$ cat src/tts_pkg.sv
// Shared types and constants of the tick task scheduler.
package tts_pkg;

  // Opcodes of an input item
  localparam logic [1:0] OP_TICK = 2'd0;
  localparam logic [1:0] OP_RUN  = 2'd1;
  localparam logic [1:0] OP_ADD  = 2'd2;

  // Status codes of a result item
  localparam logic STATUS_OK   = 1'b0;
  localparam logic STATUS_FULL = 1'b1;

  // A run reports at most this many due slots
  localparam int unsigned RESULT_LIMIT = 16;
  localparam int unsigned RES_CNT_W    = 4;

  // Largest overrun count a result can carry
  localparam logic [15:0] OVR_REPORT_MAX = 16'hFFFF;

  // Command queue between front and back
  localparam int unsigned QUEUE_DEPTH = 2;
  localparam int unsigned QPTR_W      = 1;
  localparam int unsigned QCNT_W      = 2;

  typedef struct packed {
    logic [1:0]  opcode;
    logic [15:0] period;
  } in_item_t;

  typedef struct packed {
    logic [3:0]  task_index;
    logic [15:0] overrun_count;
    logic        dispatched;
    logic        status;
    logic        last;
  } out_item_t;

  typedef enum logic [1:0] {
    CMD_TICK,
    CMD_RUN,
    CMD_ADD
  } cmd_kind_t;

  typedef struct packed {
    cmd_kind_t   kind;
    logic [15:0] period;
  } cmd_t;

  typedef enum logic [2:0] {
    ST_IDLE,
    ST_TICK_RD,
    ST_TICK_WR,
    ST_RUN_SCAN,
    ST_RUN_EMIT
  } eng_state_t;

endpackage

$ cat src/tts_front.sv
// Front stage: accepts input items, drops unused opcodes, holds one decoded command.
module tts_front (
  input  logic             clk,
  input  logic             rst_n,
  input  logic             in_valid,
  output logic             in_stall,
  input  tts_pkg::in_item_t in_item,
  output logic             push_valid,
  output tts_pkg::cmd_t    push_cmd,
  input  logic             push_full
);
  import tts_pkg::*;

  logic      cmd_valid_r, cmd_valid_nxt;
  cmd_t      cmd_r, cmd_nxt;
  logic      accept;
  logic      pushed;
  logic      keep;
  cmd_kind_t kind;

  // Stall only while the held command cannot move into the queue
  assign in_stall   = cmd_valid_r && push_full;
  assign pushed     = cmd_valid_r && !push_full;
  assign accept     = in_valid && !in_stall;
  assign push_valid = cmd_valid_r;
  assign push_cmd   = cmd_r;

  // Decode the opcode
  always_comb begin
    keep = 1'b1;
    kind = CMD_TICK;
    case (in_item.opcode)
      OP_TICK: kind = CMD_TICK;
      OP_RUN:  kind = CMD_RUN;
      OP_ADD:  kind = CMD_ADD;
      default: keep = 1'b0;
    endcase
  end

  always_comb begin
    cmd_valid_nxt = cmd_valid_r;
    cmd_nxt       = cmd_r;
    if (accept && keep) begin
      cmd_valid_nxt = 1'b1;
      cmd_nxt.kind   = kind;
      cmd_nxt.period = in_item.period;
    end else if (pushed) begin
      cmd_valid_nxt = 1'b0;
    end
  end

  always_ff @(posedge clk) begin
    if (!rst_n) begin
      cmd_valid_r <= 1'b0;
    end else begin
      cmd_valid_r <= cmd_valid_nxt;
    end
    cmd_r <= cmd_nxt;
  end

endmodule

$ cat src/tts_queue.sv
// Short command queue that decouples the front stage from the slot engine.
module tts_queue (
  input  logic          clk,
  input  logic          rst_n,
  input  logic          push,
  input  tts_pkg::cmd_t push_cmd,
  output logic          full,
  output logic          pop_valid,
  output tts_pkg::cmd_t pop_cmd,
  input  logic          pop
);
  import tts_pkg::*;

  cmd_t              entry_r [QUEUE_DEPTH];
  logic [QPTR_W-1:0] wr_ptr_r, wr_ptr_nxt;
  logic [QPTR_W-1:0] rd_ptr_r, rd_ptr_nxt;
  logic [QCNT_W-1:0] count_r, count_nxt;
  logic              do_push, do_pop;

  assign full      = (count_r == QCNT_W'(QUEUE_DEPTH));
  assign pop_valid = (count_r != '0);
  assign pop_cmd   = entry_r[rd_ptr_r];
  assign do_push   = push && !full;
  assign do_pop    = pop && pop_valid;

  // Pointer and fill bookkeeping
  always_comb begin
    wr_ptr_nxt = do_push ? wr_ptr_r + QPTR_W'(1) : wr_ptr_r;
    rd_ptr_nxt = do_pop  ? rd_ptr_r + QPTR_W'(1) : rd_ptr_r;
    count_nxt  = count_r;
    if (do_push && !do_pop) begin
      count_nxt = count_r + QCNT_W'(1);
    end else if (do_pop && !do_push) begin
      count_nxt = count_r - QCNT_W'(1);
    end
  end

  always_ff @(posedge clk) begin
    if (!rst_n) begin
      wr_ptr_r <= '0;
      rd_ptr_r <= '0;
      count_r  <= '0;
    end else begin
      wr_ptr_r <= wr_ptr_nxt;
      rd_ptr_r <= rd_ptr_nxt;
      count_r  <= count_nxt;
    end
    if (do_push) begin
      entry_r[wr_ptr_r] <= push_cmd;
    end
  end

endmodule

$ cat src/tts_engine.sv
// Slot engine: slot table memory, tick sweep, dispatch scan and result register.
module tts_engine #(
  parameter int unsigned MAX_SLOTS     = 16,
  parameter int unsigned TICK_WIDTH    = 16,
  parameter int unsigned OVERRUN_WIDTH = 16
) (
  input  logic               clk,
  input  logic               rst_n,
  input  logic               q_valid,
  input  tts_pkg::cmd_t      q_cmd,
  output logic               q_pop,
  output logic               out_valid,
  input  logic               out_stall,
  output tts_pkg::out_item_t out_item
);
  import tts_pkg::*;

  localparam int unsigned SLOT_W  = (MAX_SLOTS > 1) ? $clog2(MAX_SLOTS) : 1;
  localparam int unsigned CNT_W   = $clog2(MAX_SLOTS + 1);
  localparam int unsigned MEM_W   = 2 * TICK_WIDTH + OVERRUN_WIDTH;
  localparam int unsigned CNT_LSB = OVERRUN_WIDTH;
  localparam int unsigned PER_LSB = OVERRUN_WIDTH + TICK_WIDTH;
  localparam logic [OVERRUN_WIDTH-1:0] OVR_MAX = {OVERRUN_WIDTH{1'b1}};

  eng_state_t            state_r, state_nxt;
  logic [SLOT_W-1:0]     idx_r, idx_nxt;
  logic [CNT_W-1:0]      used_r, used_nxt;
  logic [RES_CNT_W-1:0]  n_r, n_nxt;
  logic [MAX_SLOTS-1:0]  due_r, due_nxt;
  logic                  out_valid_r, out_valid_nxt;
  out_item_t             out_item_r, out_item_nxt;

  // Slot table: period, counter and overrun count of each slot
  logic [MEM_W-1:0]      slot_mem_r [MAX_SLOTS];
  logic [MEM_W-1:0]      rd_data_r;
  logic                  mem_we, mem_re;
  logic [SLOT_W-1:0]     mem_waddr;
  logic [MEM_W-1:0]      mem_wdata;

  logic                  out_free;
  logic                  load_out;
  out_item_t             res;
  logic [MAX_SLOTS-1:0]  used_mask, above_mask;
  logic                  any_due, more_due;
  logic                  tick_last, run_last;
  logic [TICK_WIDTH-1:0]    rd_per, rd_cnt, cnt_inc, cnt_new;
  logic [OVERRUN_WIDTH-1:0] rd_ovr, ovr_new;
  logic                  hit;
  logic [15:0]           ovr_rep;

  assign out_free  = !out_valid_r || !out_stall;
  assign out_valid = out_valid_r;
  assign out_item  = out_item_r;

  // Slot masks for the due lookahead
  always_comb begin
    for (int i = 0; i < MAX_SLOTS; i++) begin
      used_mask[i]  = (CNT_W'(i) < used_r);
      above_mask[i] = (CNT_W'(i) > CNT_W'(idx_r));
    end
  end

  assign any_due   = |(due_r & used_mask);
  assign more_due  = |(due_r & used_mask & above_mask);
  assign tick_last = ((CNT_W'(idx_r) + CNT_W'(1)) == used_r);
  assign run_last  = (n_r == RES_CNT_W'(RESULT_LIMIT - 1)) || !more_due;

  // Tick update of the slot just read
  always_comb begin
    rd_per  = rd_data_r[PER_LSB +: TICK_WIDTH];
    rd_cnt  = rd_data_r[CNT_LSB +: TICK_WIDTH];
    rd_ovr  = rd_data_r[0 +: OVERRUN_WIDTH];
    cnt_inc = rd_cnt + TICK_WIDTH'(1);
    hit     = (cnt_inc >= rd_per);
    cnt_new = hit ? '0 : cnt_inc;
    ovr_new = rd_ovr;
    if (hit && due_r[idx_r] && (rd_ovr != OVR_MAX)) begin
      ovr_new = rd_ovr + OVERRUN_WIDTH'(1);
    end
    if (32'(rd_ovr) > 32'(OVR_REPORT_MAX)) begin
      ovr_rep = OVR_REPORT_MAX;
    end else begin
      ovr_rep = 16'(rd_ovr);
    end
  end

  // Next state
  always_comb begin
    state_nxt = state_r;
    case (state_r)
      ST_IDLE: begin
        if (q_valid && out_free) begin
          case (q_cmd.kind)
            CMD_TICK: if (used_r != '0) state_nxt = ST_TICK_RD;
            CMD_RUN:  if (any_due) state_nxt = ST_RUN_SCAN;
            default:  state_nxt = ST_IDLE;
          endcase
        end
      end
      ST_TICK_RD: state_nxt = ST_TICK_WR;
      ST_TICK_WR: state_nxt = tick_last ? ST_IDLE : ST_TICK_RD;
      ST_RUN_SCAN: begin
        if (due_r[idx_r]) state_nxt = ST_RUN_EMIT;
      end
      ST_RUN_EMIT: begin
        if (out_free) state_nxt = run_last ? ST_IDLE : ST_RUN_SCAN;
      end
      default: state_nxt = ST_IDLE;
    endcase
  end

  // Datapath, memory control and results
  always_comb begin
    q_pop     = 1'b0;
    idx_nxt   = idx_r;
    used_nxt  = used_r;
    n_nxt     = n_r;
    due_nxt   = due_r;
    load_out  = 1'b0;
    res       = '0;
    mem_we    = 1'b0;
    mem_re    = 1'b0;
    mem_waddr = idx_r;
    mem_wdata = {rd_per, cnt_new, ovr_new};
    case (state_r)
      ST_IDLE: begin
        if (q_valid && out_free) begin
          q_pop   = 1'b1;
          idx_nxt = '0;
          n_nxt   = '0;
          case (q_cmd.kind)
            CMD_ADD: begin
              load_out = 1'b1;
              res.last = 1'b1;
              if (used_r == CNT_W'(MAX_SLOTS)) begin
                res.status = STATUS_FULL;
              end else begin
                mem_we    = 1'b1;
                mem_waddr = used_r[SLOT_W-1:0];
                mem_wdata = {TICK_WIDTH'(q_cmd.period), {TICK_WIDTH{1'b0}},
                             {OVERRUN_WIDTH{1'b0}}};
                due_nxt[used_r[SLOT_W-1:0]] = 1'b0;
                used_nxt       = used_r + CNT_W'(1);
                res.task_index = 4'(used_r);
                res.status     = STATUS_OK;
              end
            end
            CMD_RUN: begin
              // Nothing due: one not-dispatched result
              if (!any_due) begin
                load_out = 1'b1;
                res.last = 1'b1;
              end
            end
            default: ;
          endcase
        end
      end
      ST_TICK_RD: mem_re = 1'b1;
      ST_TICK_WR: begin
        mem_we         = 1'b1;
        due_nxt[idx_r] = due_r[idx_r] | hit;
        idx_nxt        = idx_r + SLOT_W'(1);
      end
      ST_RUN_SCAN: begin
        if (due_r[idx_r]) begin
          mem_re = 1'b1;
        end else begin
          idx_nxt = idx_r + SLOT_W'(1);
        end
      end
      ST_RUN_EMIT: begin
        if (out_free) begin
          load_out          = 1'b1;
          res.task_index    = 4'(idx_r);
          res.overrun_count = ovr_rep;
          res.dispatched    = 1'b1;
          res.status        = STATUS_OK;
          res.last          = run_last;
          due_nxt[idx_r]    = 1'b0;
          n_nxt             = n_r + RES_CNT_W'(1);
          idx_nxt           = idx_r + SLOT_W'(1);
        end
      end
      default: ;
    endcase
  end

  // Result register
  always_comb begin
    out_valid_nxt = load_out ? 1'b1 : (out_stall ? out_valid_r : 1'b0);
    out_item_nxt  = load_out ? res : out_item_r;
  end

  always_ff @(posedge clk) begin
    if (!rst_n) begin
      state_r     <= ST_IDLE;
      idx_r       <= '0;
      used_r      <= '0;
      n_r         <= '0;
      due_r       <= '0;
      out_valid_r <= 1'b0;
    end else begin
      state_r     <= state_nxt;
      idx_r       <= idx_nxt;
      used_r      <= used_nxt;
      n_r         <= n_nxt;
      due_r       <= due_nxt;
      out_valid_r <= out_valid_nxt;
    end
    out_item_r <= out_item_nxt;
  end

  // Slot table memory
  always_ff @(posedge clk) begin
    if (mem_we) begin
      slot_mem_r[mem_waddr] <= mem_wdata;
    end
    if (mem_re) begin
      rd_data_r <= slot_mem_r[idx_r];
    end
  end

endmodule

$ cat src/tick_task_scheduler_core.sv
// Top level of the tick task scheduler: front stage, command queue and slot engine.
// Usage:
//   Input channel (in_valid, in_stall, in_item) takes tick, run and add items.
//   Result channel (out_valid, out_stall, out_item) gives add acknowledgements
//   and run dispatch results; a tick gives no result, an unused opcode is dropped.
// Path: an accepted item passes the front command register and a queue entry
//   before it reaches the engine; an add or a run with nothing due then shows
//   its result through the result register. An add is handled in the idle state.
//   A tick reads then writes the slot memory for each registered slot. A run
//   scans the slots in order and emits one result per due slot reported, waiting
//   while the receiver stalls; the engine takes its next command only when idle.
// Up to two commands wait in the queue and one in the front stage, so input
//   keeps being accepted while the engine works.
// Reset (rst_n low, synchronous) empties the table, the queue and the result
//   register; no clearing pass is needed afterwards.
// When out_stall is high with a result valid, the result register holds its item
//   and the engine waits before a new command or a run result; the queue then fills and in_stall rises.
module tick_task_scheduler_core #(
  parameter int unsigned MAX_SLOTS     = 16,
  parameter int unsigned TICK_WIDTH    = 16,
  parameter int unsigned OVERRUN_WIDTH = 16
) (
  input  logic               clk,
  input  logic               rst_n,
  input  logic               in_valid,
  output logic               in_stall,
  input  tts_pkg::in_item_t  in_item,
  output logic               out_valid,
  input  logic               out_stall,
  output tts_pkg::out_item_t out_item
);
  import tts_pkg::*;

  logic push_valid, push_full;
  cmd_t push_cmd;
  logic q_valid, q_pop;
  cmd_t q_cmd;

  tts_front u_front (
    .clk        (clk),
    .rst_n      (rst_n),
    .in_valid   (in_valid),
    .in_stall   (in_stall),
    .in_item    (in_item),
    .push_valid (push_valid),
    .push_cmd   (push_cmd),
    .push_full  (push_full)
  );

  tts_queue u_queue (
    .clk       (clk),
    .rst_n     (rst_n),
    .push      (push_valid),
    .push_cmd  (push_cmd),
    .full      (push_full),
    .pop_valid (q_valid),
    .pop_cmd   (q_cmd),
    .pop       (q_pop)
  );

  tts_engine #(
    .MAX_SLOTS     (MAX_SLOTS),
    .TICK_WIDTH    (TICK_WIDTH),
    .OVERRUN_WIDTH (OVERRUN_WIDTH)
  ) u_engine (
    .clk       (clk),
    .rst_n     (rst_n),
    .q_valid   (q_valid),
    .q_cmd     (q_cmd),
    .q_pop     (q_pop),
    .out_valid (out_valid),
    .out_stall (out_stall),
    .out_item  (out_item)
  );

`ifndef SYNTHESIS
  // A full-table result is a final, non-dispatch result
  a_full_is_last: assert property (@(posedge clk) disable iff (!rst_n)
    (out_valid && out_item.status) |-> (out_item.last && !out_item.dispatched))
    else $error("table-full result not marked last or marked dispatched");

  // Anything that is not a dispatch ends its item
  a_nodisp_last: assert property (@(posedge clk) disable iff (!rst_n)
    (out_valid && !out_item.dispatched) |-> out_item.last)
    else $error("non-dispatch result not marked last");

  // Engine only pops a queue that holds a command
  a_pop_nonempty: assert property (@(posedge clk) disable iff (!rst_n)
    q_pop |-> q_valid)
    else $error("engine popped an empty queue");
`endif

endmodule
$ cat config.mk
export PLATFORM = sky130hd
export DESIGN_NAME = tick_task_scheduler_core
export DESIGN_NICKNAME = d
export VERILOG_FILES = /design/src/tts_pkg.sv /design/src/tts_front.sv /design/src/tts_queue.sv /design/src/tts_engine.sv /design/src/tick_task_scheduler_core.sv
export SDC_FILE = /design/constraint.sdc
export NUM_CORES = 1
export LEC_CHECK = 0
export BUFFER_PORTS_ARGS = -buffer_cell sky130_fd_sc_hd__buf_2
export CAP_MARGIN = 20
export CORE_MARGIN = 5
export CORE_UTILIZATION = 40
export CTS_CLUSTER_DIAMETER = 100
export DETAILED_ROUTE_END_ITERATION = 7
export GPL_ROUTABILITY_DRIVEN = 0
export REMOVE_ABC_BUFFERS = 1
export SETUP_SLACK_MARGIN = 0.4
export SLEW_MARGIN = 20
export SYNTH_ARGS = -nofsm -noshare
export SYNTH_HDL_FRONTEND = slang
export SYNTH_HIERARCHICAL = 1
export SYNTH_SLANG_ARGS = --single-unit
$ cat constraint.sdc
create_clock -name clk -period 5.4 [get_ports clk]
set_clock_uncertainty 0.05 [all_clocks]
set_input_delay 0.54 -clock clk [delete_from_list [all_inputs] [get_ports clk]]
set_output_delay 0.54 -clock clk [all_outputs]
set_load 0.01 [all_outputs]
# ---- Word-level counts from Yosys, hierarchy flattened
# Memory sizes are Yosys's and may differ from the RTL's. A register that Yosys moved wholly into a read port is not among the register bits.
# Cells that the tools add are included.
dict set report classes {
  add_sub_neg 10
  bitwise_logic 8
  n_lt_le_gt_ge 36
  n_eq_ne 22
  mux 73
  n_reduce_logical 40
}
# operator count
set op_table {}
lappend op_table {{$mux W48} 4}
lappend op_table {{$mux W16} 6}
lappend op_table {{$and A16 B16 Y16} 4}
lappend op_table {{$pmux W16 S3} 1}
lappend op_table {{$mux W4} 11}
lappend op_table {{$lt A4 B5 Y1 const A} 8}
lappend op_table {{$add A16 B1 Y16 const B} 2}
lappend op_table {{$gt A4 B4 Y1 const A} 8}
lappend op_table {{$not A16 Y16} 2}
lappend op_table {{$reduce_or A16 Y1} 2}
lappend op_table {{$mux W1} 26}
lappend op_table {{$mux W23} 1}
lappend op_table {{$lt A3 B5 Y1 const A} 4}
lappend op_table {{$bwmux W16} 1}
lappend op_table {{$ge A16 B16 Y1} 1}
lappend op_table {{$gt A3 B4 Y1 const A} 4}
lappend op_table {{$ne A16 B16 Y1 const B} 1}
lappend op_table {{$pmux W4 S2} 2}
lappend op_table {{$pmux W4 S4} 1}
lappend op_table {{$mux W3} 5}
lappend op_table {{$pmux W3 S5} 1}
lappend op_table {{$logic_and A1 B1 Y1} 12}
lappend op_table {{$lt A1 B5 Y1 const A} 2}
lappend op_table {{$lt A2 B5 Y1 const A} 2}
lappend op_table {{other kinds (42)} 78}
dict set report word_totals {
  ff_bits 79
  word_cells 208
  input_bits 22
  out_inout_bits 25
  n_memories 2
  mem_bits_rw 804
}
# memory words word_bits read_ports rd_ports_with_merged_regs wr line_no
set memory_table {}
lappend memory_table {u_engine.slot_mem_r 16 48 1 1 1 tts_engine.sv:34} ;# logic [MEM_W-1:0] slot_mem_r [MAX_SLOTS];
lappend memory_table {u_queue.entry_r 2 18 1 1 1 tts_queue.sv:14} ;# cmd_t entry_r [QUEUE_DEPTH];

# ---- Depth between registers and ports, before layout
dict set report logic_depth {
  word_depth 10
  depth_mapped 15
  depth_no_buf 14
}

# ---- Hierarchy
# Netlist, hierarchy kept.
# mod instances seq_area_each_um2 area_each_um2 cells_per_inst
set modules_own_cells {}
lappend modules_own_cells {tts_engine 1 25854.8 35810.6 2168}
lappend modules_own_cells {tts_queue 1 1181.1 1532.7 81}
lappend modules_own_cells {tts_front 1 560.5 654.4 31}

# ---- Worst setup path after synthesis
# OpenSTA, ideal clock, no wires.
dict set report synth_path {
  path_kind {flip-flop to flip-flop}
  startpoint {reg u_engine.idx_r[0]}
  endpoint {reg u_engine.rd_data_r[0], read port of u_engine.slot_mem_r (enable)}
  setup_slack_ps 223
  setup_time_ps 527
  path_buffers 1
  t_required_ps 4823
  arrival_ps 4600
  period_less_slack_ps 5177
  path_stages_with_launch 6
  path_cell_list {dfxtp_1 buf_4 mux4_2 a22o_2 nor2_8 a21boi_0}
}
dict set report synth_via {
  elab_chain_cells 4
}
# item line_no
set synth_lines {}
lappend synth_lines {{start: declaration} tts_engine.sv:26} ;# logic [SLOT_W-1:0] idx_r, idx_nxt;
lappend synth_lines {{start signal: assignment} tts_engine.sv:205} ;# idx_r <= idx_nxt;
lappend synth_lines {{$bmux W1 S4} tts_engine.sv:166} ;# if (due_r[idx_r]) begin
lappend synth_lines {{$mux W1 (not written as such)} tts_engine.sv:166}
lappend synth_lines {{$mux W1} tts_engine.sv:166}
lappend synth_lines {{$pmux W1 S2} tts_engine.sv:125} ;# case (state_r)
lappend synth_lines {{net u_engine.mem_re} tts_engine.sv:36} ;# logic mem_we, mem_re;
lappend synth_lines {{end: declaration} tts_engine.sv:35} ;# logic [MEM_W-1:0] rd_data_r;
# The timed path passes the listed nets, and every way through them passes these cells. The select of a mux whose other input is x is not followed.
# A chain may end at the register's enable or synchronous reset.

# ---- Worst setup path in the final report
dict set report layout_path {
  startpoint {reg u_engine.rd_data_r[19], read port of u_engine.slot_mem_r}
  endpoint {mem u_engine/slot_mem_r[1][10] (netlist bit) (data pin)}
}
dict set report layout_via {
  elab_chain_cells 9
}
# item line_no
set layout_lines {}
lappend layout_lines {{$add A16 B1 Y16 (*)} tts_engine.sv:73} ;# cnt_inc = rd_cnt + TICK_WIDTH'(1);
lappend layout_lines {{$ge A16 B16 Y1 (*)} tts_engine.sv:74} ;# hit = (cnt_inc >= rd_per);
lappend layout_lines {{$logic_and A1 B1 Y1 (*) (2 in a row)} tts_engine.sv:77} ;# if (hit && due_r[idx_r] && (rd_ovr != OVR_MAX)) begin
lappend layout_lines {{$mux W16 (*)} tts_engine.sv:77}
lappend layout_lines {{$mux W48} tts_engine.sv:135} ;# if (used_r == CNT_W'(MAX_SLOTS)) begin
lappend layout_lines {{$mux W48} tts_engine.sv:131} ;# case (q_cmd.kind)
lappend layout_lines {{$mux W48} tts_engine.sv:127} ;# if (q_valid && out_free) begin
lappend layout_lines {{$mux W48 (*)} tts_engine.sv:125}
lappend layout_lines {{net u_engine.mem_wdata[10]} tts_engine.sv:38} ;# logic [MEM_W-1:0] mem_wdata;
lappend layout_lines {{end: declaration} tts_engine.sv:34}
# The timed path passes the listed nets; every way through them passes the cells marked *.

==> flow_summary.toml <==
[synthesis]
synth-edff-count = 893
syn_area_per_cell_um2 = 16.67
ys_async_sr_fraction = 0
synth_cells = 2280
synthTopCellsByArea = "sky130_fd_sc_hd__edfxtp_1 (71%), sky130_fd_sc_hd__mux4_2 (5.9%), sky130_fd_sc_hd__mux2i_1 (4.0%)"
mappedNetlistArea_um2 = 38000
synth-seq-cells = 932
post-synth-top-area-cell = "sky130_fd_sc_hd__edfxtp_1"
synth_warn = 6
synth_top_flop_cell = "sky130_fd_sc_hd__edfxtp_1"
synth.lib_cells_used.distinct = 78
synth.yosys.seq_area_share = 0.7263
yosysTopAreaCellShare = 0.7057

[cts]
tritoncts_clock_tree = "yes"
cts-buffers-inserted = 97
clk_root_buffer_cell = "sky130_fd_sc_hd__clkbuf_16"
cts_num_sinks = 932
clock_latency_on_the_worst_skew_pair_ns = 0.65
clock_path_buffers = 3
htree_num_levels = 3
post-cts-setup-buffers = 0
clkSlewWorstSetupHoldPaths_ns = 0.06

[pwr]
power_leakage_nw = 13.59
power_consumption_w = 0.01846
power.density_cell_area_nw_per_um2 = 424.4
ir_worst_vdd_mv = 0.2642

[timing]
grt_setup_unrepaired = "false"
setup_total_negative_slack_ns = 0
worst_slew_pin_slew_ns = 1.049
timing.fmax_mhz = 222.9
period_minus_slack_ns = 4.487
max_slew_headroom_at_the_worst_pin = 0.3009
final_critical_path_share_of_the_clock_period = 0.8310
setup_viol = 0
slew_violations = 0
whs_ns = 0.04081
hold_violations = 0

[drt]
drt_first_pass_iters = 5
final_antenna_net_count = 0
drt_first_iter_violations = 2020
drc_errors = 0
routed_via_density = 5.663
detail_route.wirelength_um = 91350
via_count = 21130
average_wire_per_cell_in_the_routed_design_um = 24.48

[cells_and_area]
layout_commonest_cell = "sky130_fd_sc_hd__edfxtp_1"
final_layout_size_suffix_gt1_frac = 0.1962
layout.core_utilization = 0.4597
fill_cells = 7990
antenna-diode-count = 0
layout.cells.non_filler = 3732
syn2layout_area_growth_pct = 14.43
mostFrequentLayoutCells = "sky130_fd_sc_hd__edfxtp_1 (893), sky130_fd_sc_hd__mux2i_1 (149), sky130_fd_sc_hd__a21oi_1 (148)"
num-nets-final = 2442

[floorplanning]
fp-row-count = 113
io_pins = 47
design.core.area_um2 = 94590
die_x_um = 318.2
die-area_um2 = 101300
initial_utilization = 0.4017
fp.dieH_um = 318.2

[min_path]
destination_of_the_worst_hold_path = "u_front/push_cmd[12]$_DFFE_PP_"
hp-class = "primary input to flip-flop"
min_from = "in_item[12]"
worst_hold_path.num_cells = 1

[worst_setup_path]
cp.required_ns = 5.65
critical_path.startpoint = "u_engine/rd_data_r[19]$_DFFE_PP_"
r2r_end = "u_engine/slot_mem_r[1][10]$_DFFE_PP_"
timing.reg2reg.worst_path_depth = 13
setup.worst_path.start_class = "flip-flop"
critical_path_peak_fanout = 16
r2r_start = "u_engine/rd_data_r[19]$_DFFE_PP_"
worstPathArrival_ns = 4.73
timing.reg2reg.setup_slack_ns = 0.91
critical_path_class = "flip-flop to flip-flop"
cp-end-kind = "flip-flop"

[grt]
pin_count_of_the_biggest_net_entering_global_routing = 105
grt.overflow.total = 0
grt.total_usage = 0.1761
grt_first_pass_wirelength_um = 137000
grt_antenna_before_repair = 2
first_global_vias = 21520

[flow_run]
maxCapViolations = 0

[run_status]
status = "finished, final reports clean"

[place]
dp.cells = 3537
portbufs = 46
detailed_place_hpwl_um = 50650
==> cells by family (layout without fill, tap and decap cells) <==
| group | Yosys count | after routing | synth area share |
|---|---|---|---|
| XOR/XNOR | 31 | 31 | 0.007145 |
| buffers and inverters | 167 | 354 | 0.01821 |
| adder cells (fa/ha/maj) | 35 | 35 | 0.01146 |
| AO/OA/AOI/OAI | 438 | 438 | 0.07192 |
| multiplexers | 317 | 317 | 0.1186 |
| AND/OR/NAND/NOR | 360 | 360 | 0.04640 |
| flip-flops | 932 | 932 | 0.7263 |
==> registers in the layout, indices dropped and copies added (netlist names), named ones only <==
signal               count
u_engine/slot_mem_r    768
u_engine/rd_data_r      48
u_queue/entry_r         36
u_engine/out_item       23
u_front/push_cmd        18
u_engine/due_r          16
u_engine/used_r          5
u_engine/idx_r           4
u_engine/n_r             4
u_engine/state_r         3
u_queue/count_r          2
u_engine/out_valid       1
u_front/push_valid       1
u_queue/rd_ptr_r         1
u_queue/wr_ptr_r         1
==> final cells by class <==
class                   count  area, um^2  area share
flip-flops and latches    932       27610      0.6350
multi-input cells        1181        9861      0.2268
clock buffers             120        2566     0.05902
well taps                1265        1583     0.03640
repair buffers            135        1191     0.02739
clock inverters            60       523.0     0.01203
inverters                  39       146.4    0.003367
==> per-layer routing <==
layer,part of all wire,track usage
met1,0.43,0.2388
met2,0.50,0.2994
met3,0.049,0.02542
met4,0.026,0.05003
met5,0.00030,0
==> how the worst max path moves through the flow <==
stage | endpoint | cells past startpoint
after floorplan | u_engine/rd_data_r[0]$_DFFE_PP_ | 4
after global placement | u_engine/slot_mem_r[6][8]$_DFFE_PP_ | 14
after detailed placement | u_engine/slot_mem_r[5][11]$_DFFE_PP_ | 13
after CTS | u_engine/slot_mem_r[6][11]$_DFFE_PP_ | 13
after global routing | u_engine/slot_mem_r[15][10]$_DFFE_PP_ | 13
final | u_engine/slot_mem_r[1][10]$_DFFE_PP_ | 13
==> cells in the mapped netlist, types with 8 or more instances <==
cell and instances:
sky130_fd_sc_hd__edfxtp_1 893, sky130_fd_sc_hd__mux2i_1 151, sky130_fd_sc_hd__a21oi_1 148, sky130_fd_sc_hd__nand2_1 140, sky130_fd_sc_hd__mux4_2 100, sky130_fd_sc_hd__o21ai_0 96, sky130_fd_sc_hd__clkbuf_1 75, sky130_fd_sc_hd__nor2_1 72
sky130_fd_sc_hd__mux2_2 66, sky130_fd_sc_hd__o22ai_1 54, sky130_fd_sc_hd__o221ai_1 48, sky130_fd_sc_hd__buf_2 46, sky130_fd_sc_hd__dfxtp_1 39, sky130_fd_sc_hd__inv_1 36, sky130_fd_sc_hd__ha_1 34, sky130_fd_sc_hd__and3_1 31
sky130_fd_sc_hd__nand3_1 29, sky130_fd_sc_hd__nand4_1 18, sky130_fd_sc_hd__xnor2_1 17, sky130_fd_sc_hd__nor2b_1 15, sky130_fd_sc_hd__xor2_1 14, sky130_fd_sc_hd__a31oi_1 13, sky130_fd_sc_hd__and2_1 12, sky130_fd_sc_hd__a21o_1 8
sky130_fd_sc_hd__o31a_1 8
==> critical path, cell delays in order, from the launching register on <==
cell and delay [ns]:
sky130_fd_sc_hd__edfxtp_1 0.41, sky130_fd_sc_hd__and3_1 0.21, sky130_fd_sc_hd__nand2_1 0.08, sky130_fd_sc_hd__nor3_1 0.38, sky130_fd_sc_hd__nand3_1 0.16, sky130_fd_sc_hd__xnor2_1 0.17, sky130_fd_sc_hd__ha_1 0.31, sky130_fd_sc_hd__nand4_1 0.13
sky130_fd_sc_hd__nor2_1 0.17, sky130_fd_sc_hd__o2111ai_1 0.12, sky130_fd_sc_hd__o221a_2 0.43, sky130_fd_sc_hd__nor4_1 0.56, sky130_fd_sc_hd__nand3_1 0.17, sky130_fd_sc_hd__mux2i_1 0.79
==> stage by stage <==
step	setup slack (ns)	cell area, um^2
after floorplan	-10.11	37450
after global placement	1.026	40240
after detailed placement	0.8860	40240
after CTS	0.8248	43460
after global routing	0.5613	43480
final	0.9128	43480
==> power breakdown <==
group	switching [W]	internal [W]
clock network	0.00270	0.00375
logic	0.00189	0.00105
registers	0.000199	0.00886
total	0.00479	0.0137
==> what timing repair did <==
action | 4_1_cts | 5_1_grt
resized for setup | 0 | 0
endpoints found under the setup margin | 0 | 0
hold endpoints to repair | 13 | 0
hold buffers | 13 | 0
(Power assumes the default switching activity.)
